==> src/design/hbm_pkg.sv <==
// ----------------------------------------------------------------------------
// Heartbeat timeout monitor package
// Sizes, input kind codes and result event codes shared by the monitor and bench.
// ----------------------------------------------------------------------------
package hbm_pkg;

  localparam int MaxEntries = 16;
  localparam int MaxResults = 16;
  localparam int IdxW       = (MaxEntries > 1) ? $clog2(MaxEntries) : 1;
  localparam int CntW       = $clog2(MaxEntries + 1);
  localparam int ResW       = $clog2(MaxResults + 1);

  localparam logic [15:0] ThresholdReset = 16'd100;

  localparam logic [1:0] KindTick     = 2'd0;
  localparam logic [1:0] KindRegister = 2'd1;
  localparam logic [1:0] KindUnreg    = 2'd2;
  localparam logic [1:0] KindHeard    = 2'd3;

  localparam logic [2:0] EvExpired    = 3'd0;
  localparam logic [2:0] EvRegistered = 3'd1;
  localparam logic [2:0] EvFull       = 3'd2;
  localparam logic [2:0] EvUnreg      = 3'd3;
  localparam logic [2:0] EvNotFound   = 3'd4;
  localparam logic [2:0] EvReset      = 3'd5;

  localparam logic CfgIdxEnable    = 1'b0;
  localparam logic CfgIdxThreshold = 1'b1;

endpackage

==> src/design/heartbeat_timeout_monitor.sv <==
// ----------------------------------------------------------------------------
// Heartbeat timeout monitor
// Table of watched module ids with saturating silence counters, walked one
// entry per cycle by a small sequencer around a single increment/compare unit.
// ----------------------------------------------------------------------------
// A word is taken when start_i is high and busy_o is low. Register never raises
// busy_o. An enabled tick walks the table one entry per cycle through the shared
// counter unit and keeps busy_o high until it is past the last entry. Heard and
// unregister search one entry per cycle; unregister then moves each later entry
// down one per cycle through the same read port, and busy_o stays high through
// search and move. Every result word is on the outputs for exactly one cycle
// with valid_o high; the receiver cannot stall, and last_o marks the final
// result of a word.
module heartbeat_timeout_monitor
  import hbm_pkg::*;
(
  input  logic        clk_i,
  input  logic        rst_ni,
  input  logic        start_i,
  output logic        busy_o,
  input  logic [1:0]  kind_i,
  input  logic [15:0] module_id_i,
  input  logic        cfg_we_i,
  input  logic        cfg_idx_i,
  input  logic [15:0] cfg_data_i,
  output logic        valid_o,
  output logic [2:0]  event_res_o,
  output logic [15:0] module_id_out_o,
  output logic [15:0] silence_ticks_o,
  output logic        last_o
);

  localparam logic [1:0] StIdle  = 2'd0;
  localparam logic [1:0] StTick  = 2'd1;
  localparam logic [1:0] StFind  = 2'd2;
  localparam logic [1:0] StShift = 2'd3;

  logic [15:0] ids_q [MaxEntries];
  logic [15:0] cnts_q [MaxEntries];

  logic [1:0]      state_q, state_d;
  logic [CntW-1:0] count_q, count_d;
  logic [CntW-1:0] idx_q, idx_d;
  logic [1:0]      kind_q, kind_d;
  logic [15:0]     key_q, key_d;
  logic [15:0]     held_q, held_d;
  logic            enable_q;
  logic [15:0]     thr_q;

  logic            pend_vld_q, pend_vld_d;
  logic [15:0]     pend_id_q, pend_id_d;
  logic [15:0]     pend_cnt_q, pend_cnt_d;
  logic [ResW-1:0] nres_q, nres_d;

  logic            out_vld_q, out_vld_d;
  logic [2:0]      out_ev_q, out_ev_d;
  logic [15:0]     out_id_q, out_id_d;
  logic [15:0]     out_cnt_q, out_cnt_d;
  logic            out_last_q, out_last_d;

  logic            we_id, we_cnt;
  logic [IdxW-1:0] wr_addr;
  logic [15:0]     wr_id, wr_cnt;
  logic [CntW-1:0] idx_nx;
  logic [IdxW-1:0] rd_addr;
  logic [15:0]     rd_id, rd_cnt, inc_cnt;
  logic            accept;

  assign accept  = start_i && (state_q == StIdle);
  assign idx_nx  = idx_q + CntW'(1);
  assign rd_addr = (state_q == StShift) ? idx_nx[IdxW-1:0] : idx_q[IdxW-1:0];
  assign rd_id   = ids_q[rd_addr];
  assign rd_cnt  = cnts_q[rd_addr];
  assign inc_cnt = (rd_cnt == 16'hFFFF) ? rd_cnt : rd_cnt + 16'd1;

  always_comb begin
    state_d    = state_q;
    count_d    = count_q;
    idx_d      = idx_q;
    kind_d     = kind_q;
    key_d      = key_q;
    held_d     = held_q;
    pend_vld_d = pend_vld_q;
    pend_id_d  = pend_id_q;
    pend_cnt_d = pend_cnt_q;
    nres_d     = nres_q;
    out_vld_d  = 1'b0;
    out_ev_d   = out_ev_q;
    out_id_d   = out_id_q;
    out_cnt_d  = out_cnt_q;
    out_last_d = out_last_q;
    we_id      = 1'b0;
    we_cnt     = 1'b0;
    wr_addr    = idx_q[IdxW-1:0];
    wr_id      = rd_id;
    wr_cnt     = rd_cnt;
    unique case (state_q)
      StIdle: begin
        if (accept) begin
          kind_d = kind_i;
          key_d  = module_id_i;
          idx_d  = '0;
          unique case (kind_i)
            KindTick: begin
              if (enable_q) begin
                state_d    = StTick;
                pend_vld_d = 1'b0;
                nres_d     = '0;
              end
            end
            KindRegister: begin
              out_vld_d  = 1'b1;
              out_id_d   = module_id_i;
              out_cnt_d  = 16'd0;
              out_last_d = 1'b1;
              if (count_q >= CntW'(MaxEntries)) begin
                out_ev_d = EvFull;
              end else begin
                out_ev_d = EvRegistered;
                we_id    = 1'b1;
                we_cnt   = 1'b1;
                wr_addr  = count_q[IdxW-1:0];
                wr_id    = module_id_i;
                wr_cnt   = 16'd0;
                count_d  = count_q + CntW'(1);
              end
            end
            default: begin
              state_d = StFind;
            end
          endcase
        end
      end
      StTick: begin
        if (idx_q == count_q) begin
          state_d = StIdle;
          if (pend_vld_q) begin
            out_vld_d  = 1'b1;
            out_ev_d   = EvExpired;
            out_id_d   = pend_id_q;
            out_cnt_d  = pend_cnt_q;
            out_last_d = 1'b1;
          end
        end else begin
          we_cnt = 1'b1;
          wr_cnt = inc_cnt;
          idx_d  = idx_nx;
          if (inc_cnt >= thr_q && nres_q < ResW'(MaxResults)) begin
            if (pend_vld_q) begin
              out_vld_d  = 1'b1;
              out_ev_d   = EvExpired;
              out_id_d   = pend_id_q;
              out_cnt_d  = pend_cnt_q;
              out_last_d = 1'b0;
            end
            pend_vld_d = 1'b1;
            pend_id_d  = rd_id;
            pend_cnt_d = inc_cnt;
            nres_d     = nres_q + ResW'(1);
          end
        end
      end
      StFind: begin
        if (idx_q == count_q) begin
          state_d    = StIdle;
          out_vld_d  = 1'b1;
          out_ev_d   = EvNotFound;
          out_id_d   = key_q;
          out_cnt_d  = 16'd0;
          out_last_d = 1'b1;
        end else if (rd_id == key_q) begin
          if (kind_q == KindUnreg) begin
            state_d = StShift;
            held_d  = rd_cnt;
          end else begin
            state_d    = StIdle;
            we_cnt     = 1'b1;
            wr_cnt     = 16'd0;
            out_vld_d  = 1'b1;
            out_ev_d   = EvReset;
            out_id_d   = key_q;
            out_cnt_d  = 16'd0;
            out_last_d = 1'b1;
          end
        end else begin
          idx_d = idx_nx;
        end
      end
      StShift: begin
        if (idx_nx < count_q) begin
          we_id  = 1'b1;
          we_cnt = 1'b1;
          idx_d  = idx_nx;
        end else begin
          state_d    = StIdle;
          count_d    = count_q - CntW'(1);
          out_vld_d  = 1'b1;
          out_ev_d   = EvUnreg;
          out_id_d   = key_q;
          out_cnt_d  = held_q;
          out_last_d = 1'b1;
        end
      end
      default: begin
        state_d = StIdle;
      end
    endcase
  end

  always_ff @(posedge clk_i or negedge rst_ni) begin
    if (!rst_ni) begin
      state_q    <= StIdle;
      count_q    <= '0;
      idx_q      <= '0;
      pend_vld_q <= 1'b0;
      nres_q     <= '0;
      out_vld_q  <= 1'b0;
      enable_q   <= 1'b1;
      thr_q      <= ThresholdReset;
    end else begin
      state_q    <= state_d;
      count_q    <= count_d;
      idx_q      <= idx_d;
      pend_vld_q <= pend_vld_d;
      nres_q     <= nres_d;
      out_vld_q  <= out_vld_d;
      if (cfg_we_i) begin
        unique case (cfg_idx_i)
          CfgIdxEnable:    enable_q <= cfg_data_i[0];
          CfgIdxThreshold: thr_q    <= cfg_data_i;
          default:         thr_q    <= thr_q;
        endcase
      end
    end
  end

  always_ff @(posedge clk_i) begin
    kind_q     <= kind_d;
    key_q      <= key_d;
    held_q     <= held_d;
    pend_id_q  <= pend_id_d;
    pend_cnt_q <= pend_cnt_d;
    out_ev_q   <= out_ev_d;
    out_id_q   <= out_id_d;
    out_cnt_q  <= out_cnt_d;
    out_last_q <= out_last_d;
    if (we_id) begin
      ids_q[wr_addr] <= wr_id;
    end
    if (we_cnt) begin
      cnts_q[wr_addr] <= wr_cnt;
    end
  end

  assign busy_o          = (state_q != StIdle);
  assign valid_o         = out_vld_q;
  assign event_res_o     = out_ev_q;
  assign module_id_out_o = out_id_q;
  assign silence_ticks_o = out_cnt_q;
  assign last_o          = out_last_q;

`ifndef SYNTHESIS
  // The table never holds more entries than it has rows.
  assert property (@(posedge clk_i) disable iff (!rst_ni)
    count_q <= CntW'(MaxEntries))
    else $error("entry count exceeds table size");

  // A result that is not the final one comes from a tick walk still running.
  assert property (@(posedge clk_i) disable iff (!rst_ni)
    (valid_o && !last_o) |-> busy_o)
    else $error("non-final result outside a tick walk");

  // The walk index never passes the entry count.
  assert property (@(posedge clk_i) disable iff (!rst_ni)
    (state_q == StTick || state_q == StFind) |-> (idx_q <= count_q))
    else $error("walk index beyond entry count");
`endif

endmodule

==> config.mk <==
export PLATFORM = sky130hd
export DESIGN_NAME = heartbeat_timeout_monitor
export DESIGN_NICKNAME = d
export VERILOG_FILES = /design/src/design/hbm_pkg.sv /design/src/design/heartbeat_timeout_monitor.sv
export SDC_FILE = /design/constraint.sdc
export NUM_CORES = 1
export LEC_CHECK = 0
export BUFFER_PORTS_ARGS = -buffer_cell sky130_fd_sc_hd__buf_2
export CAP_MARGIN = 10
export CORE_MARGIN = 5
export CORE_UTILIZATION = 45
export DETAILED_ROUTE_END_ITERATION = 6
export GPL_TIMING_DRIVEN = 0
export HOLD_SLACK_MARGIN = 0.05
export MAX_ROUTING_LAYER = met4
export PLACE_DENSITY = 0.64
export SETUP_SLACK_MARGIN = 0.02
export SLEW_MARGIN = 15
export SYNTH_ARGS = -nofsm -noshare
export SYNTH_HDL_FRONTEND = slang
export SYNTH_SLANG_ARGS = --single-unit
==> constraint.sdc <==
create_clock -name clk_i -period 9.5 [get_ports clk_i]
set_input_delay 1.425 -clock clk_i [delete_from_list [all_inputs] [get_ports clk_i]]
set_output_delay 1.425 -clock clk_i [all_outputs]
set_load 0.02 [all_outputs]
==> results.md <==
- Run status: finished, violations left
- Failing checks: DRC
- Max H-tree Level: 3
- CTS sink cnt: 650
- Largest net degree at the start of global routing: 37
- Syn_nets: 1719
- VDD IR max: 0.0001389 V
- Arrival @ worst endpoint: 8.84 ns
- Slew Limit Headroom: 24.15%
- Syn Area/Cell: 16.92 sq um
- WS Path Type: reg2reg
- Met3 usage: 3.453%
- Synth Register Bits: 650
- Crit. End Element: flip-flop
- Port bufs: 76
- Top Family by Delay on Critical Path: buffers and inverters
- Final GP Congestion: 0.8768
- Num rows: 91
- GR Util met1: 28.94%
- Die X: 259.1 um
- Clk slew on worst S/H paths: 0.06 ns
- Worst skew pair latency: 0.60 ns
- Crit-path max cell delay: 0.71 ns
- Syn Inst Count: 1650
- CTS tree: done
- Via count: 15560
- Final slew viol count: 0
- Postcts setup bufs: 0
- Congestion Overflow GR: 0
- Drt via density: 5.738
- Final core utilization: 52.00%
- Met2 Resource Use GR: 32.14%
- Pleak: 10.92 nW
- NumNets Final: 1891
- Crit path buffers/inverters: 8
- Cts-stage hold buffer count: 0
- Gr usage total: 20.77%
- I/O Pins: 77
- Filler cells: 4962
- Hold slack final: 0.5034 ns
- Synth cell types: 80
- Core area: 61600 sq um
- Number of global-route vias before repair: 15360
- Drt total wl: 68.29 mm
- Die height: 259.1 um
- Inserted Diodes: 0
- Min cycle time layout: 8.496 ns
- DR pass1 iterations: 7
- Yosys warnings: 0
- DRC: 9
- First DRT Iteration DRCs: 1775
- CTS Buf Count: 66
- Mapped cell area: 27910 sq um
- ANT nets after route: 0
- Bufs on Longest Clock Path: 3
- Dpl hpwl: 47.96 mm
- Initial Util: 45.31%
- Startpoint Class: flip-flop
- CP max-delay cell: buf_1
- Asr flop ratio synth: 5.538%
- Final setup TNS: 0 ns
- CTS root buffer: clkbuf_16
- Hold Fails Final Rpt: 0
- Layout cells sized above 1: 24.12%
- Die footprint: 67110 sq um
- Max cap viols: 0
- Initial antenna violation count: 0
- Req. time, crit path: 9.85 ns
- Grt peak-use layer: met2
- Wirelength per Cell: 25.19 um
- Most frequent CP cell: a21o_1
- PostCTS Resize Cnt: 0
- Area growth syn-to-layout: 14.75%
- P per Cell Area: 348.6 nW/um^2
- Final Skew: 0.02509 ns
- RSZ-0062 raised after global routing: false
- Tcrit/Tclk final: 89.43%
- Slew @ Worst Pin: 1.134 ns
- Hold WC Path Type: reg2reg
- FMAX: 117.7 MHz
- Post-synthesis sequential area ratio: 69.30%
- Max FO, Critical Path: 19
- First-pass GRT wire length: 100.7 mm
- Post-synth EDFFs: 614
- Final setup viols: 0
- Post-synth top flop: edfxtp_1
## path summary, 6_finish.rpt
kind                          start                 end  cells past startpoint  slack, ns
setup / recovery           idx_q[0]  module_id_out_o[3]                     28       1.00
hold / removal             thr_q[8]            thr_q[8]                      1       0.50
setup reg to reg           idx_q[0]  module_id_out_o[3]                     28       1.00
hold reg to reg            thr_q[8]            thr_q[8]                      1       0.50
max in group asynchronous    rst_ni          count_q[4]                      1       8.00
min in group asynchronous    rst_ni            thr_q[9]                      1       0.93
## layout by cell type, fill, tap and decap left out, drive strengths merged, types with 30 or more instances in the layout
cell type	count
mux4	109
mux2	31
ha	30
nor2	79
mux2i	108
inv	58
dfrtp	32
buf	151
a21oi	39
clkbuf	118
edfxtp	614
xor2	33
nand2	133
## registers in the layout (all words and copies together) (netlist names), 16 cells and up
signal,count
thr_q,16
pend_cnt_q,16
ids_q,256
silence_ticks_o,16
module_id_out_o,16
pend_id_q,16
cnts_q,256
held_q,16
key_q,16
## layout make-up
class                      instances  area (sq um)  share of cell area, %
clock inverter                    35         330.3                  1.031
sequential                       650         19340                  60.40
inverter                          54         202.7                 0.6329
multi-input combinational        866          8074                  25.21
clock buffer                      85          1764                  5.508
timing repair buffer             104         788.3                  2.461
buffer                            80         478.0                  1.492
tap                              837          1047                  3.270
## power by group
| part | switching, mW | total [mW] | internal (mW) | leakage [nW] |
|---|---|---|---|---|
| clock | 1.07 | 2.53 | 1.46 | 1.02 |
| combinational | 2.87 | 4.35 | 1.48 | 3.89 |
| sequential | 0.0927 | 4.28 | 4.19 | 6.01 |
## metrics by stage
step | std cells | worst slack, ns | power [mW] | instance area (sq um)
4_1_cts | 2711 | 0.9869 | 11.19 | 32020
3_3_place_gp | 2563 | -0.4323 | 8.488 | 29340
3_5_place_dp | 2591 | 1.010 | 8.664 | 29930
6_report | 2711 | 1.004 | 11.16 | 32030
5_1_grt | 2711 | 0.5691 | 11.68 | 32030
2_1_floorplan | 1650 | 2.249 | 7.152 | 27910
## cell families (layout without fill, tap and decap cells)
kind of cell / count (synthesis) / count (layout) / share of synthesized area, %
XOR/XNOR: 60 / 60 / 2.084
buffers and inverters: 134 / 358 / 2.439
adder cells (fa/ha/maj): 30 / 30 / 1.345
AO/OA/AOI/OAI: 200 / 200 / 5.312
multiplexers: 248 / 248 / 13.93
flip-flops: 650 / 650 / 69.30
AND/OR/NAND/NOR: 328 / 328 / 5.585
## worst reg2reg max path, delay by kind of cell (launching register included)
| family | cells | cell delay (ns) |
|---|---|---|
| compound gates | 8 | 2.06 |
| xor+xnor | 1 | 0.33 |
| fa+ha+maj | 3 | 0.90 |
| buf+inv | 8 | 2.50 |
| flops | 1 | 0.42 |
| mux | 3 | 1.00 |
| simple gates | 5 | 1.02 |
## cells in the mapped netlist, types with 7 or more instances
cell type | count | area (sq um)
ha_1 | 30 | 375.4
xnor2_1 | 25 | 219.0
mux2i_1 | 108 | 1081
buf_6 | 13 | 146.4
o22ai_1 | 8 | 50.05
nor3_1 | 16 | 80.08
nor2b_1 | 7 | 43.79
nand4_1 | 14 | 87.58
a21oi_1 | 39 | 195.2
o31ai_1 | 7 | 52.55
edfxtp_1 | 614 | 18440
mux2_2 | 31 | 349.1
clkbuf_1 | 33 | 123.9
a22oi_1 | 7 | 52.55
dfrtp_1 | 32 | 800.8
buf_2 | 18 | 90.09
nand3_1 | 21 | 105.1
nand2b_1 | 12 | 75.07
o21ai_0 | 18 | 90.09
nand2_1 | 132 | 495.5
and2_1 | 7 | 43.79
buf_4 | 11 | 82.58
mux4_2 | 108 | 2432
a222oi_1 | 16 | 160.2
a21o_1 | 13 | 97.59
o211ai_1 | 7 | 52.55
a31oi_1 | 7 | 43.79
inv_1 | 53 | 198.9
o21a_1 | 8 | 60.06
nor2_1 | 79 | 296.5
a22o_1 | 25 | 219.0
xor2_1 | 32 | 280.3
and3_1 | 11 | 68.82
## routing by layer
| metal | wire (um) | up-vias | part of all wire [%] |
|---|---|---|---|
| li1 | - | 6860 | - |
| met5 | 0 | - | 0 |
| met4 | 1631 | 0 | 2.4 |
| met3 | 4945 | 95 | 7.2 |
| met1 | 29300 | 8022 | 43 |
| met2 | 32410 | 580 | 47 |
No activity file was read; power rests on OpenSTA's default activity.
